File: src/design/pbrc_pkg.sv
// shared constants, codes and control types for the proximity blink rate controller
`default_nettype none

package pbrc_pkg;

	localparam int ELAPSED_BITS = 10;
	localparam int UPD_BITS     = 13;
	localparam int UPD_INT_BITS = 12;
	localparam int CFG_IDX_BITS = 3;

	localparam int RST_MIN_DIST   = 10;
	localparam int RST_MAX_DIST   = 100;
	localparam int RST_SHORT_PER  = 10;
	localparam int RST_LONG_PER   = 1000;
	localparam int RST_UPD_INT    = 500;

	typedef enum logic [CFG_IDX_BITS-1:0] {
		REG_MIN_DIST  = 3'd0,
		REG_MAX_DIST  = 3'd1,
		REG_SHORT_PER = 3'd2,
		REG_LONG_PER  = 3'd3,
		REG_UPD_INT   = 3'd4
	} cfg_reg_t;

	typedef enum logic [1:0] {
		DIV_MAP = 2'd0,
		DIV_UPD = 2'd1,
		DIV_BLK = 2'd2
	} div_op_t;

	typedef struct packed {
		logic    capture;
		logic    mul_num;
		logic    mul_lim;
		logic    map_decide;
		logic    upd_check;
		logic    led_decide;
		logic    div_start;
		logic    div_commit;
		div_op_t div_op;
		logic    load_out;
	} pbrc_cmd_t;

	typedef struct packed {
		logic map_div;
		logic upd_div;
		logic blk_div;
		logic div_done;
	} pbrc_stat_t;

endpackage

`default_nettype wire

File: src/design/pbrc_if.sv
// channel interfaces: tick items in, result items out, register writes
`default_nettype none

interface pbrc_tick_if
	import pbrc_pkg::*;
	#(parameter int DIST_BITS = 9);
	logic                    valid;
	logic                    ready;
	logic [ELAPSED_BITS-1:0] elapsed_ms;
	logic [DIST_BITS-1:0]    distance_cm;
	logic                    distance_valid;

	modport source (output valid, elapsed_ms, distance_cm, distance_valid, input ready);
	modport sink (input valid, elapsed_ms, distance_cm, distance_valid, output ready);
endinterface

interface pbrc_result_if #(parameter int DIST_BITS = 9, parameter int PERIOD_BITS = 12);
	logic                   valid;
	logic                   ready;
	logic                   led_on;
	logic [DIST_BITS-1:0]   shown_distance;
	logic [PERIOD_BITS-1:0] shown_period;

	modport source (output valid, led_on, shown_distance, shown_period, input ready);
	modport sink (input valid, led_on, shown_distance, shown_period, output ready);
endinterface

interface pbrc_cfg_if
	import pbrc_pkg::*;
	#(parameter int DATA_BITS = 12);
	logic                    valid;
	logic                    ready;
	logic [CFG_IDX_BITS-1:0] index;
	logic [DATA_BITS-1:0]    data;

	modport source (output valid, index, data, input ready);
	modport sink (input valid, index, data, output ready);
endinterface

`default_nettype wire

File: src/design/pbrc_div.sv
// restoring serial divider, one quotient bit per cycle
`default_nettype none

module pbrc_div #(
	parameter int DVD_BITS = 21,
	parameter int DVS_BITS = 12
) (
	input  wire logic                clk,
	input  wire logic                arst_n,
	input  wire logic                start,
	input  wire logic [DVD_BITS-1:0] dividend,
	input  wire logic [DVS_BITS-1:0] divisor,
	output logic                     done,
	output logic [DVD_BITS-1:0]      quot,
	output logic [DVS_BITS-1:0]      rem
);

	localparam int CNT_BITS = $clog2(DVD_BITS + 1);

	logic                busy_q;
	logic                done_q;
	logic [CNT_BITS-1:0] cnt_q;
	logic [DVS_BITS-1:0] rem_q;
	logic [DVS_BITS-1:0] dvs_q;
	logic [DVD_BITS-1:0] dq_q;

	logic [DVS_BITS:0] trial;
	logic [DVS_BITS:0] sub;
	logic              fits;

	always_comb begin
		trial = {rem_q, dq_q[DVD_BITS-1]};
		sub   = trial - {1'b0, dvs_q};
		fits  = ~sub[DVS_BITS];
	end

	always_ff @(posedge clk or negedge arst_n) begin
		if (!arst_n) begin
			busy_q <= 1'b0;
			done_q <= 1'b0;
			cnt_q  <= '0;
		end else begin
			done_q <= 1'b0;
			if (start) begin
				busy_q <= 1'b1;
				cnt_q  <= CNT_BITS'(DVD_BITS);
			end else if (busy_q) begin
				cnt_q <= cnt_q - 1'b1;
				if (cnt_q == CNT_BITS'(1)) begin
					busy_q <= 1'b0;
					done_q <= 1'b1;
				end
			end
		end
	end

	always_ff @(posedge clk) begin
		if (start) begin
			rem_q <= '0;
			dq_q  <= dividend;
			dvs_q <= divisor;
		end else if (busy_q) begin
			rem_q <= fits ? sub[DVS_BITS-1:0] : trial[DVS_BITS-1:0];
			dq_q  <= {dq_q[DVD_BITS-2:0], fits};
		end
	end

	assign done = done_q;
	assign quot = dq_q;
	assign rem  = rem_q;

endmodule

`default_nettype wire

File: src/design/pbrc_dp.sv
// datapath: registers, period mapping, timers, led decision and result register
`default_nettype none

module pbrc_dp
	import pbrc_pkg::*;
#(
	parameter int DIST_BITS   = 9,
	parameter int PERIOD_BITS = 12,
	parameter int TIMER_BITS  = 16,
	parameter int CFG_BITS    = 12
) (
	input  wire logic                    clk,
	input  wire logic                    arst_n,
	input  wire logic                    cfg_we,
	input  wire logic [CFG_IDX_BITS-1:0] cfg_index,
	input  wire logic [CFG_BITS-1:0]     cfg_data,
	input  wire logic [ELAPSED_BITS-1:0] in_elapsed,
	input  wire logic [DIST_BITS-1:0]    in_distance,
	input  wire logic                    in_dist_valid,
	input  wire pbrc_cmd_t               cmd,
	output pbrc_stat_t                   stat,
	output logic                         out_led,
	output logic [DIST_BITS-1:0]         out_distance,
	output logic [PERIOD_BITS-1:0]       out_period
);

	localparam int NUM_BITS = DIST_BITS + PERIOD_BITS + 2;
	localparam int MAG_BITS = DIST_BITS + PERIOD_BITS;
	localparam int DVD_A    = (MAG_BITS > TIMER_BITS) ? MAG_BITS : TIMER_BITS;
	localparam int DVD_BITS = (DVD_A > UPD_BITS) ? DVD_A : UPD_BITS;
	localparam int DVS_A    = (DIST_BITS > PERIOD_BITS) ? DIST_BITS : PERIOD_BITS;
	localparam int DVS_BITS = (DVS_A > UPD_INT_BITS) ? DVS_A : UPD_INT_BITS;
	localparam int CMP_BITS = (TIMER_BITS > PERIOD_BITS) ? TIMER_BITS : PERIOD_BITS;

	// configuration
	logic [DIST_BITS-1:0]    min_dist_q;
	logic [DIST_BITS-1:0]    max_dist_q;
	logic [PERIOD_BITS-1:0]  short_per_q;
	logic [PERIOD_BITS-1:0]  long_per_q;
	logic [UPD_INT_BITS-1:0] upd_int_q;

	// item and intermediate values
	logic [ELAPSED_BITS-1:0]    elapsed_q;
	logic [DIST_BITS-1:0]       raw_q;
	logic signed [NUM_BITS-1:0] num_q;
	logic signed [NUM_BITS-1:0] lim_q;
	logic [PERIOD_BITS-1:0]     period_q;

	// block state
	logic [UPD_BITS-1:0]    upd_timer_q;
	logic [TIMER_BITS-1:0]  blink_q;
	logic [DIST_BITS-1:0]   held_dist_q;
	logic [PERIOD_BITS-1:0] held_per_q;
	logic                   toggle_q;
	logic                   led_q;

	// result register
	logic                   out_led_q;
	logic [DIST_BITS-1:0]   out_dist_q;
	logic [PERIOD_BITS-1:0] out_per_q;

	logic signed [DIST_BITS:0]   den_s;
	logic signed [PERIOD_BITS:0] diff_s;
	logic signed [DIST_BITS:0]   rel_s;
	logic [DIST_BITS-1:0]        clamped;
	logic                        den_empty;
	logic                        num_gt;
	logic [PERIOD_BITS-1:0]      map_direct;
	logic [TIMER_BITS:0]         blink_sum;
	logic                        upd_hit;
	logic                        between;
	logic                        blk_ge;
	logic [DVD_BITS-1:0]         dvd;
	logic [DVS_BITS-1:0]         dvs;
	logic                        div_done;
	logic [DVD_BITS-1:0]         div_quot;
	logic [DVS_BITS-1:0]         div_rem;

	always_comb begin
		den_s  = $signed({1'b0, max_dist_q}) - $signed({1'b0, min_dist_q});
		diff_s = $signed({1'b0, long_per_q}) - $signed({1'b0, short_per_q});
		rel_s  = $signed({1'b0, raw_q}) - $signed({1'b0, min_dist_q});

		if (raw_q > max_dist_q)
			clamped = max_dist_q;
		else if (raw_q < min_dist_q)
			clamped = min_dist_q;
		else
			clamped = raw_q;

		den_empty  = den_s[DIST_BITS] || (den_s == '0);
		num_gt     = num_q > lim_q;
		map_direct = (!den_empty && num_gt) ? long_per_q : short_per_q;

		blink_sum = {1'b0, blink_q} + (TIMER_BITS + 1)'(elapsed_q);
		upd_hit   = upd_timer_q >= UPD_BITS'(upd_int_q);
		between   = (held_dist_q > min_dist_q) && (held_dist_q < max_dist_q);
		blk_ge    = CMP_BITS'(blink_q) >= CMP_BITS'(held_per_q);

		stat.map_div  = !den_empty && !num_gt && !num_q[NUM_BITS-1];
		stat.upd_div  = upd_hit && (upd_int_q != '0);
		stat.blk_div  = between && blk_ge && (held_per_q != '0);
		stat.div_done = div_done;

		unique case (cmd.div_op)
			DIV_MAP: begin
				dvd = DVD_BITS'(num_q[MAG_BITS-1:0]);
				dvs = DVS_BITS'(den_s[DIST_BITS-1:0]);
			end
			DIV_UPD: begin
				dvd = DVD_BITS'(upd_timer_q);
				dvs = DVS_BITS'(upd_int_q);
			end
			DIV_BLK: begin
				dvd = DVD_BITS'(blink_q);
				dvs = DVS_BITS'(held_per_q);
			end
			default: begin
				dvd = '0;
				dvs = '0;
			end
		endcase
	end

	pbrc_div #(
		.DVD_BITS(DVD_BITS),
		.DVS_BITS(DVS_BITS)
	) u_pbrc_div (
		.clk      (clk),
		.arst_n   (arst_n),
		.start    (cmd.div_start),
		.dividend (dvd),
		.divisor  (dvs),
		.done     (div_done),
		.quot     (div_quot),
		.rem      (div_rem)
	);

	always_ff @(posedge clk or negedge arst_n) begin
		if (!arst_n) begin
			min_dist_q  <= DIST_BITS'(RST_MIN_DIST);
			max_dist_q  <= DIST_BITS'(RST_MAX_DIST);
			short_per_q <= PERIOD_BITS'(RST_SHORT_PER);
			long_per_q  <= PERIOD_BITS'(RST_LONG_PER);
			upd_int_q   <= UPD_INT_BITS'(RST_UPD_INT);
		end else if (cfg_we) begin
			unique case (cfg_reg_t'(cfg_index))
				REG_MIN_DIST:  min_dist_q  <= cfg_data[DIST_BITS-1:0];
				REG_MAX_DIST:  max_dist_q  <= cfg_data[DIST_BITS-1:0];
				REG_SHORT_PER: short_per_q <= cfg_data[PERIOD_BITS-1:0];
				REG_LONG_PER:  long_per_q  <= cfg_data[PERIOD_BITS-1:0];
				REG_UPD_INT:   upd_int_q   <= cfg_data[UPD_INT_BITS-1:0];
				default: ;
			endcase
		end
	end

	always_ff @(posedge clk or negedge arst_n) begin
		if (!arst_n) begin
			upd_timer_q <= '0;
			blink_q     <= '0;
			held_dist_q <= '0;
			held_per_q  <= '0;
			toggle_q    <= 1'b0;
			led_q       <= 1'b0;
		end else begin
			if (cmd.mul_num) begin
				upd_timer_q <= upd_timer_q + UPD_BITS'(elapsed_q);
				// blink timer sticks at all ones
				blink_q <= blink_sum[TIMER_BITS] ? '1 : blink_sum[TIMER_BITS-1:0];
			end
			if (cmd.upd_check && upd_hit) begin
				held_dist_q <= clamped;
				held_per_q  <= period_q;
				if (upd_int_q == '0)
					upd_timer_q <= '0;
			end
			if (cmd.led_decide) begin
				if (held_dist_q <= min_dist_q) begin
					led_q <= 1'b1;
				end else if (held_dist_q >= max_dist_q) begin
					led_q <= 1'b0;
				end else if (blk_ge) begin
					led_q    <= toggle_q;
					toggle_q <= ~toggle_q;
					if (held_per_q == '0)
						blink_q <= '0;
				end
			end
			if (cmd.div_commit) begin
				unique case (cmd.div_op)
					DIV_UPD: upd_timer_q <= UPD_BITS'(div_rem);
					DIV_BLK: blink_q     <= TIMER_BITS'(div_rem);
					default: ;
				endcase
			end
		end
	end

	always_ff @(posedge clk) begin
		if (cmd.capture) begin
			elapsed_q <= in_elapsed;
			raw_q     <= in_dist_valid ? in_distance : max_dist_q;
		end
		if (cmd.mul_num)
			num_q <= rel_s * diff_s;
		if (cmd.mul_lim)
			lim_q <= diff_s * den_s;
		if (cmd.map_decide && !stat.map_div)
			period_q <= map_direct;
		if (cmd.div_commit && cmd.div_op == DIV_MAP)
			period_q <= short_per_q + PERIOD_BITS'(div_quot);
		if (cmd.load_out) begin
			out_led_q  <= led_q;
			out_dist_q <= held_dist_q;
			out_per_q  <= held_per_q;
		end
	end

	assign out_led      = out_led_q;
	assign out_distance = out_dist_q;
	assign out_period   = out_per_q;

endmodule

`default_nettype wire

File: src/design/pbrc_ctrl.sv
// controller: sequences one tick through the datapath and owns the result handshake
`default_nettype none

module pbrc_ctrl
	import pbrc_pkg::*;
(
	input  wire logic       clk,
	input  wire logic       arst_n,
	input  wire logic       tick_valid,
	output logic            tick_ready,
	output logic            result_valid,
	input  wire logic       result_ready,
	input  wire pbrc_stat_t stat,
	output pbrc_cmd_t       cmd
);

	typedef enum logic [3:0] {
		S_IDLE,
		S_MUL,
		S_LIM,
		S_MAP,
		S_MAPDIV,
		S_UPD,
		S_UPDDIV,
		S_LED,
		S_BLKDIV,
		S_OUT
	} state_t;

	state_t state_q;
	logic   out_valid_q;
	logic   out_free;

	assign out_free = !out_valid_q || result_ready;

	always_ff @(posedge clk or negedge arst_n) begin
		if (!arst_n) begin
			state_q     <= S_IDLE;
			out_valid_q <= 1'b0;
		end else begin
			// a new result replaces the one taken in the same cycle
			if (state_q == S_OUT && out_free)
				out_valid_q <= 1'b1;
			else if (out_valid_q && result_ready)
				out_valid_q <= 1'b0;
			unique case (state_q)
				S_IDLE: begin
					if (tick_valid)
						state_q <= S_MUL;
				end
				S_MUL: state_q <= S_LIM;
				S_LIM: state_q <= S_MAP;
				S_MAP: state_q <= stat.map_div ? S_MAPDIV : S_UPD;
				S_MAPDIV: begin
					if (stat.div_done)
						state_q <= S_UPD;
				end
				S_UPD: state_q <= stat.upd_div ? S_UPDDIV : S_LED;
				S_UPDDIV: begin
					if (stat.div_done)
						state_q <= S_LED;
				end
				S_LED: state_q <= stat.blk_div ? S_BLKDIV : S_OUT;
				S_BLKDIV: begin
					if (stat.div_done)
						state_q <= S_OUT;
				end
				S_OUT: begin
					if (out_free)
						state_q <= S_IDLE;
				end
				default: state_q <= S_IDLE;
			endcase
		end
	end

	always_comb begin
		cmd        = '0;
		cmd.div_op = DIV_MAP;
		unique case (state_q)
			S_IDLE: cmd.capture = tick_valid;
			S_MUL:  cmd.mul_num = 1'b1;
			S_LIM:  cmd.mul_lim = 1'b1;
			S_MAP: begin
				cmd.map_decide = 1'b1;
				cmd.div_start  = stat.map_div;
			end
			S_MAPDIV: cmd.div_commit = stat.div_done;
			S_UPD: begin
				cmd.upd_check = 1'b1;
				cmd.div_op    = DIV_UPD;
				cmd.div_start = stat.upd_div;
			end
			S_UPDDIV: begin
				cmd.div_op     = DIV_UPD;
				cmd.div_commit = stat.div_done;
			end
			S_LED: begin
				cmd.led_decide = 1'b1;
				cmd.div_op     = DIV_BLK;
				cmd.div_start  = stat.blk_div;
			end
			S_BLKDIV: begin
				cmd.div_op     = DIV_BLK;
				cmd.div_commit = stat.div_done;
			end
			S_OUT: cmd.load_out = out_free;
			default: ;
		endcase
	end

	assign tick_ready   = (state_q == S_IDLE);
	assign result_valid = out_valid_q;

endmodule

`default_nettype wire

File: src/design/proximity_blink_rate_controller.sv
// top level of the proximity blink rate controller
`default_nettype none

// One tick item (elapsed ms, distance in cm, valid flag) gives one result item
// (led level, latched distance, latched period). Ticks are handled one at a
// time by a controller stepping a datapath around a single shared restoring
// divider that produces one quotient bit per cycle. Its dividend is DW bits
// wide, where DW is the largest of DIST_BITS+PERIOD_BITS, TIMER_BITS and 13
// (21 by default). A tick uses the divider only where it needs to: one division
// maps an in-range distance onto the period, one wraps the update timer when it
// expires, one wraps the blink timer when it reaches the period. The result
// sits in an output register, so the next tick is taken while a result still
// waits. Register writes are accepted in every cycle and must only come while
// no tick is in flight.
module proximity_blink_rate_controller
	import pbrc_pkg::*;
#(
	parameter int DIST_BITS   = 9,
	parameter int PERIOD_BITS = 12,
	parameter int TIMER_BITS  = 16
) (
	input  wire logic     clk,
	input  wire logic     arst_n,
	pbrc_tick_if.sink     tick,
	pbrc_result_if.source result,
	pbrc_cfg_if.sink      cfg
);

	localparam int CFG_A    = (DIST_BITS > PERIOD_BITS) ? DIST_BITS : PERIOD_BITS;
	localparam int CFG_BITS = (CFG_A > UPD_INT_BITS) ? CFG_A : UPD_INT_BITS;

	pbrc_cmd_t  cmd;
	pbrc_stat_t stat;

	assign cfg.ready = 1'b1;

	pbrc_ctrl u_pbrc_ctrl (
		.clk          (clk),
		.arst_n       (arst_n),
		.tick_valid   (tick.valid),
		.tick_ready   (tick.ready),
		.result_valid (result.valid),
		.result_ready (result.ready),
		.stat         (stat),
		.cmd          (cmd)
	);

	pbrc_dp #(
		.DIST_BITS   (DIST_BITS),
		.PERIOD_BITS (PERIOD_BITS),
		.TIMER_BITS  (TIMER_BITS),
		.CFG_BITS    (CFG_BITS)
	) u_pbrc_dp (
		.clk           (clk),
		.arst_n        (arst_n),
		.cfg_we        (cfg.valid),
		.cfg_index     (cfg.index),
		.cfg_data      (cfg.data),
		.in_elapsed    (tick.elapsed_ms),
		.in_distance   (tick.distance_cm),
		.in_dist_valid (tick.distance_valid),
		.cmd           (cmd),
		.stat          (stat),
		.out_led       (result.led_on),
		.out_distance  (result.shown_distance),
		.out_period    (result.shown_period)
	);

endmodule

`default_nettype wire

File: src/flat_wrapper.sv
// flat-port wrapper written by rule: the top's interface ports become plain ports
module proximity_blink_rate_controller_flat import pbrc_pkg::*;
#(
	parameter int DIST_BITS   = 9,
	parameter int PERIOD_BITS = 12,
	parameter int TIMER_BITS  = 16
)
  (clk, arst_n, tick_valid, tick_elapsed_ms, tick_distance_cm, tick_distance_valid, tick_ready, result_valid, result_led_on, result_shown_distance, result_shown_period, result_ready, cfg_valid, cfg_index, cfg_data, cfg_ready);
  pbrc_tick_if #(.DIST_BITS(DIST_BITS)) tick_i ();
  pbrc_result_if #(.DIST_BITS(DIST_BITS), .PERIOD_BITS(PERIOD_BITS)) result_i ();
  pbrc_cfg_if #(.DATA_BITS((12))) cfg_i ();
  input  wire logic clk;
  input  wire logic arst_n;
  input wire logic [$bits(tick_i.valid)-1:0] tick_valid;
  input wire logic [$bits(tick_i.elapsed_ms)-1:0] tick_elapsed_ms;
  input wire logic [$bits(tick_i.distance_cm)-1:0] tick_distance_cm;
  input wire logic [$bits(tick_i.distance_valid)-1:0] tick_distance_valid;
  output wire logic [$bits(tick_i.ready)-1:0] tick_ready;
  output wire logic [$bits(result_i.valid)-1:0] result_valid;
  output wire logic [$bits(result_i.led_on)-1:0] result_led_on;
  output wire logic [$bits(result_i.shown_distance)-1:0] result_shown_distance;
  output wire logic [$bits(result_i.shown_period)-1:0] result_shown_period;
  input wire logic [$bits(result_i.ready)-1:0] result_ready;
  input wire logic [$bits(cfg_i.valid)-1:0] cfg_valid;
  input wire logic [$bits(cfg_i.index)-1:0] cfg_index;
  input wire logic [$bits(cfg_i.data)-1:0] cfg_data;
  output wire logic [$bits(cfg_i.ready)-1:0] cfg_ready;
  assign tick_i.valid = tick_valid;
  assign tick_i.elapsed_ms = tick_elapsed_ms;
  assign tick_i.distance_cm = tick_distance_cm;
  assign tick_i.distance_valid = tick_distance_valid;
  assign tick_ready = tick_i.ready;
  assign result_valid = result_i.valid;
  assign result_led_on = result_i.led_on;
  assign result_shown_distance = result_i.shown_distance;
  assign result_shown_period = result_i.shown_period;
  assign result_i.ready = result_ready;
  assign cfg_i.valid = cfg_valid;
  assign cfg_i.index = cfg_index;
  assign cfg_i.data = cfg_data;
  assign cfg_ready = cfg_i.ready;
  proximity_blink_rate_controller #(.DIST_BITS(DIST_BITS), .PERIOD_BITS(PERIOD_BITS), .TIMER_BITS(TIMER_BITS)) u_core (.clk(clk), .arst_n(arst_n), .tick(tick_i), .result(result_i), .cfg(cfg_i));
endmodule
File: config.mk
export PLATFORM = sky130hd
export DESIGN_NAME = proximity_blink_rate_controller_flat
export DESIGN_NICKNAME = d
export VERILOG_FILES = /design/src/design/pbrc_pkg.sv /design/src/design/pbrc_if.sv /design/src/design/pbrc_div.sv /design/src/design/pbrc_dp.sv /design/src/design/pbrc_ctrl.sv /design/src/design/proximity_blink_rate_controller.sv /design/src/flat_wrapper.sv
export SDC_FILE = /design/constraint.sdc
export NUM_CORES = 1
export LEC_CHECK = 0
export CORE_MARGIN = 4
export CORE_UTILIZATION = 40
export DETAILED_ROUTE_END_ITERATION = 10
export DONT_BUFFER_PORTS = 1
export SLEW_MARGIN = 25
export SYNTH_ARGS = -nofsm -noshare
export SYNTH_HDL_FRONTEND = slang
export SYNTH_SLANG_ARGS = --single-unit
export TNS_END_PERCENT = 5
File: constraint.sdc
create_clock -name clk -period 9.3 [get_ports clk]
set_clock_uncertainty 0.2 [all_clocks]
set_input_delay 0.465 -clock clk [delete_from_list [all_inputs] [get_ports clk]]
set_output_delay 0.465 -clock clk [all_outputs]
set_load 0.01 [all_outputs]
==> out/summary.txt <==
Outcome: finished with violations
Violated checks: hold timing
Achievable Freq: 116.9 MHz
Vias in the first global route: 19,910
Die X: 258.6 um
Reg clk slew, reported paths: 0.06 ns
Largest net degree at the start of global routing: 119
Critical Setup Path Class: flip-flop to flip-flop
Top_reg_cell synth: edfxtp_1
Relative slew margins: 29.05%
CP endpoint: u_core.u_pbrc_dp.num_q[22]$_DFFE_PN_
Critical R2R Launch: u_core.u_pbrc_dp.short_per_q[1]$_DFFE_PN1P_
First-pass GRT wire length: 112.2 mm
Critical path fanouts, max: 13
Critical Path Start Type: flip-flop
XOR/XNOR share of the synthesized area: 4.287%
Setup-failing EPs final: 0
Slowest-stage cell, CP: fa_1
CP most frequent cell: fa_1
Clock sinks: 262
Async S/R FF share, synth: 45.04%
Layout cells sized above 1: 7.271%
CTS tree: yes
Post-synth EDFFs: 132
Clk_lat worst skew: 0.57 ns
DRT Pass-1 Iters: 7
Worst hold path type: input pin to flip-flop
Tcrit/Tclk final: 91.97%
Crit. End Element: flip-flop
Critical Path AT: 8.66 ns
Min Hold Slack: -0.004360 ns
Post-CTS resize count: 0
Layout Area Growth over Synthesis: 10.50%
Tightest Pin Transition: 1.061 ns
Commonest non-fill, non-tap cell in the layout: inv_1
Tmin final: 8.553 ns
Reg2reg end: u_core.u_pbrc_dp.num_q[22]$_DFFE_PN_
Initial drt markers: 1,457
Slowest cell delay on critical path: 0.57 ns
Hold wc startpoint: cfg_index[1]
Final nets: 3,191
YS warnings: 0
CTS buffer count: 35
CTS Root Cell: clkbuf_16
Slew Viols, Final: 0
Mux contribution to synthesized area: 3.998%
Setup slack at placement: 0.8764 ns
CTS H-tree lvls: 2
Syn Inst Count: 2,618
Vias per std cell: 5.332
Port Buffers: 0
Max clock buf depth: 3
Initial Utilization: 40.57%
I/O Pins: 65
Routability Congestion: 0.9383
Residual DRC: 0
Gr ovfl total: 0
Core area: 0.06194 mm2
DP Wirelength: 54.95 mm
Yosys top cell area share: 18.96%
CP startpoint: u_core.u_pbrc_dp.short_per_q[1]$_DFFE_PN1P_
Area leader, netlist: fa_1
Wire per inst: 19.74 um
RSZ-0062 raised after global routing: no
Main combinational cell family by area after synthesis: adder cells
Final worst slack: 0.7469 ns
Flops & latches, synth: 262
Commonest non-fill, non-tap cells in the layout: 435 x inv_1, 258 x nand2_1, 258 x ha_1
Post-CTS Setup Inserts: 0
Reg2reg setup slack: 0.75 ns
Mapped Area: 0.02513 mm2
Synth Area in Adders: 31.81%
Maxcap violations: 0
Setup TNS: 0 ns
Crit path required time: 9.41 ns
Routed wire length: 69.49 mm
Via count: 18,770
Die Y: 258.6 um
Fin. Hold Viols: 1
Rows: 91
Initial antenna violation count: 1
Area contributors post-synth: fa_1 19%, edfxtp_1 16%, ha_1 13%
Worst reg-to-reg path cell count: 28
Fraction of the mapped netlist area in compound gates: 11.31%
Sequential share of the synthesized area: 28.57%
Simple-gate portion of the synthesized area: 12.18%
Unique cell type count in the Yosys netlist: 72
Avg Cell Area, Syn: 9.599 um2
Syn nets: 3,154
Die ar.: 0.06690 mm2
GRT Total Usage: 21.30%
Final ANT Viol Nets: 0
## worst min-delay path by stage
stage | to | cells after the start | slack, ns
after floorplan | u_core.u_pbrc_ctrl.result_valid$_DFFE_PN0P_ | 0 | -0.03
after global placement | u_core.u_pbrc_dp.led_q$_DFFE_PN0P_ | 0 | -0.03
after detailed placement | u_core.u_pbrc_ctrl.state_q[0]$_DFFE_PN0P_ | 0 | -0.02
after CTS | u_core.u_pbrc_dp.upd_int_q[5]$_DFFE_PN1P_ | 4 | 0.07
after global routing | u_core.u_pbrc_dp.max_dist_q[6]$_DFFE_PN1P_ | 3 | 0.008
final | u_core.u_pbrc_dp.max_dist_q[5]$_DFFE_PN1P_ | 3 | -0.004
## synth_stat cells (all sizes together) (39+ instances only)
master,number
edfxtp,132
nand2b,55
ha,258
o21ai,144
xor2,43
inv,435
nor2,197
fa,238
mux2,40
clkbuf,69
a21o,39
mux2i,55
a21oi,97
xnor2,80
dfrtp,99
nand2,259
## metal layers
layer / vias to the layer above / GRT usage (%) / wire, um
met5: - / 0 / 17
met4: 2 / 7.661 / 2755
met3: 135 / 3.684 / 4303
met2: 565 / 35.32 / 32440
met1: 9313 / 28.20 / 29970
li1: 8758 / - / -
## flip-flops by register name (all words and copies together) (netlist names), 10 cells and up
signal,count
u_core.u_pbrc_dp.blink_q,16
u_core.u_pbrc_dp.elapsed_q,10
u_core.u_pbrc_dp.held_per_q,12
u_core.u_pbrc_dp.lim_q,23
u_core.u_pbrc_dp.long_per_q,12
u_core.u_pbrc_dp.num_q,23
u_core.u_pbrc_dp.out_period,12
u_core.u_pbrc_dp.period_q,12
u_core.u_pbrc_dp.short_per_q,12
u_core.u_pbrc_dp.u_pbrc_div.dvs_q,12
u_core.u_pbrc_dp.u_pbrc_div.quot,21
u_core.u_pbrc_dp.u_pbrc_div.rem,12
u_core.u_pbrc_dp.upd_int_q,12
u_core.u_pbrc_dp.upd_timer_q,13
## critical path: cells and delay by family (launching register included)
kind / cells / cell delay (ns)
flip-flops: 1 / 0.55
AO/OA/AOI/OAI: 9 / 2.26
buffers and inverters: 3 / 0.41
AND/OR/NAND/NOR: 7 / 1.31
adder cells (fa/ha/maj): 7 / 3.22
XOR/XNOR: 2 / 0.36
## what timing repair did
action	in CTS	in global routing
hold buffers	35	0
setup endpoints to repair	0	0
endpoints found under the hold margin	192	0
## logic make-up (layout without fill, tap and decap cells)
| family | after synthesis | count (layout) |
|---|---|---|
| AO/OA/AOI/OAI | 446 | 446 |
| XOR/XNOR | 123 | 123 |
| adder cells (fa/ha/maj) | 496 | 496 |
| buffers and inverters | 516 | 580 |
| flip-flops | 262 | 262 |
| multiplexers | 95 | 95 |
| other | 1 | 3 |
| AND/OR/NAND/NOR | 679 | 679 |
## per-stage QoR
| stage | util [%] | std cells | area [um2] |
|---|---|---|---|
| 2_1_floorplan | - | 2618 | 25130 |
| 3_3_place_gp | 42.34 | 3420 | 26230 |
| 3_5_place_dp | 42.36 | 3420 | 26240 |
| 4_1_cts | 44.79 | 3519 | 27740 |
| 5_1_grt | 44.82 | 3519 | 27760 |
| 6_report | 44.83 | 3521 | 27770 |
## area by class of cell
type,instances,area (um2)
diodes,2,5.005
clock buffers,42,942.2
clock inverters,22,192.7
fillers,5975,34170
inverters,435,1633
multi-input cells,1840,16050
flip-flops and latches,262,7181
well taps,837,1047
repair buffers,81,713.2
Power is not shown: default switching activity piles up to over one toggle a cycle in this logic, so the estimate is an artifact.
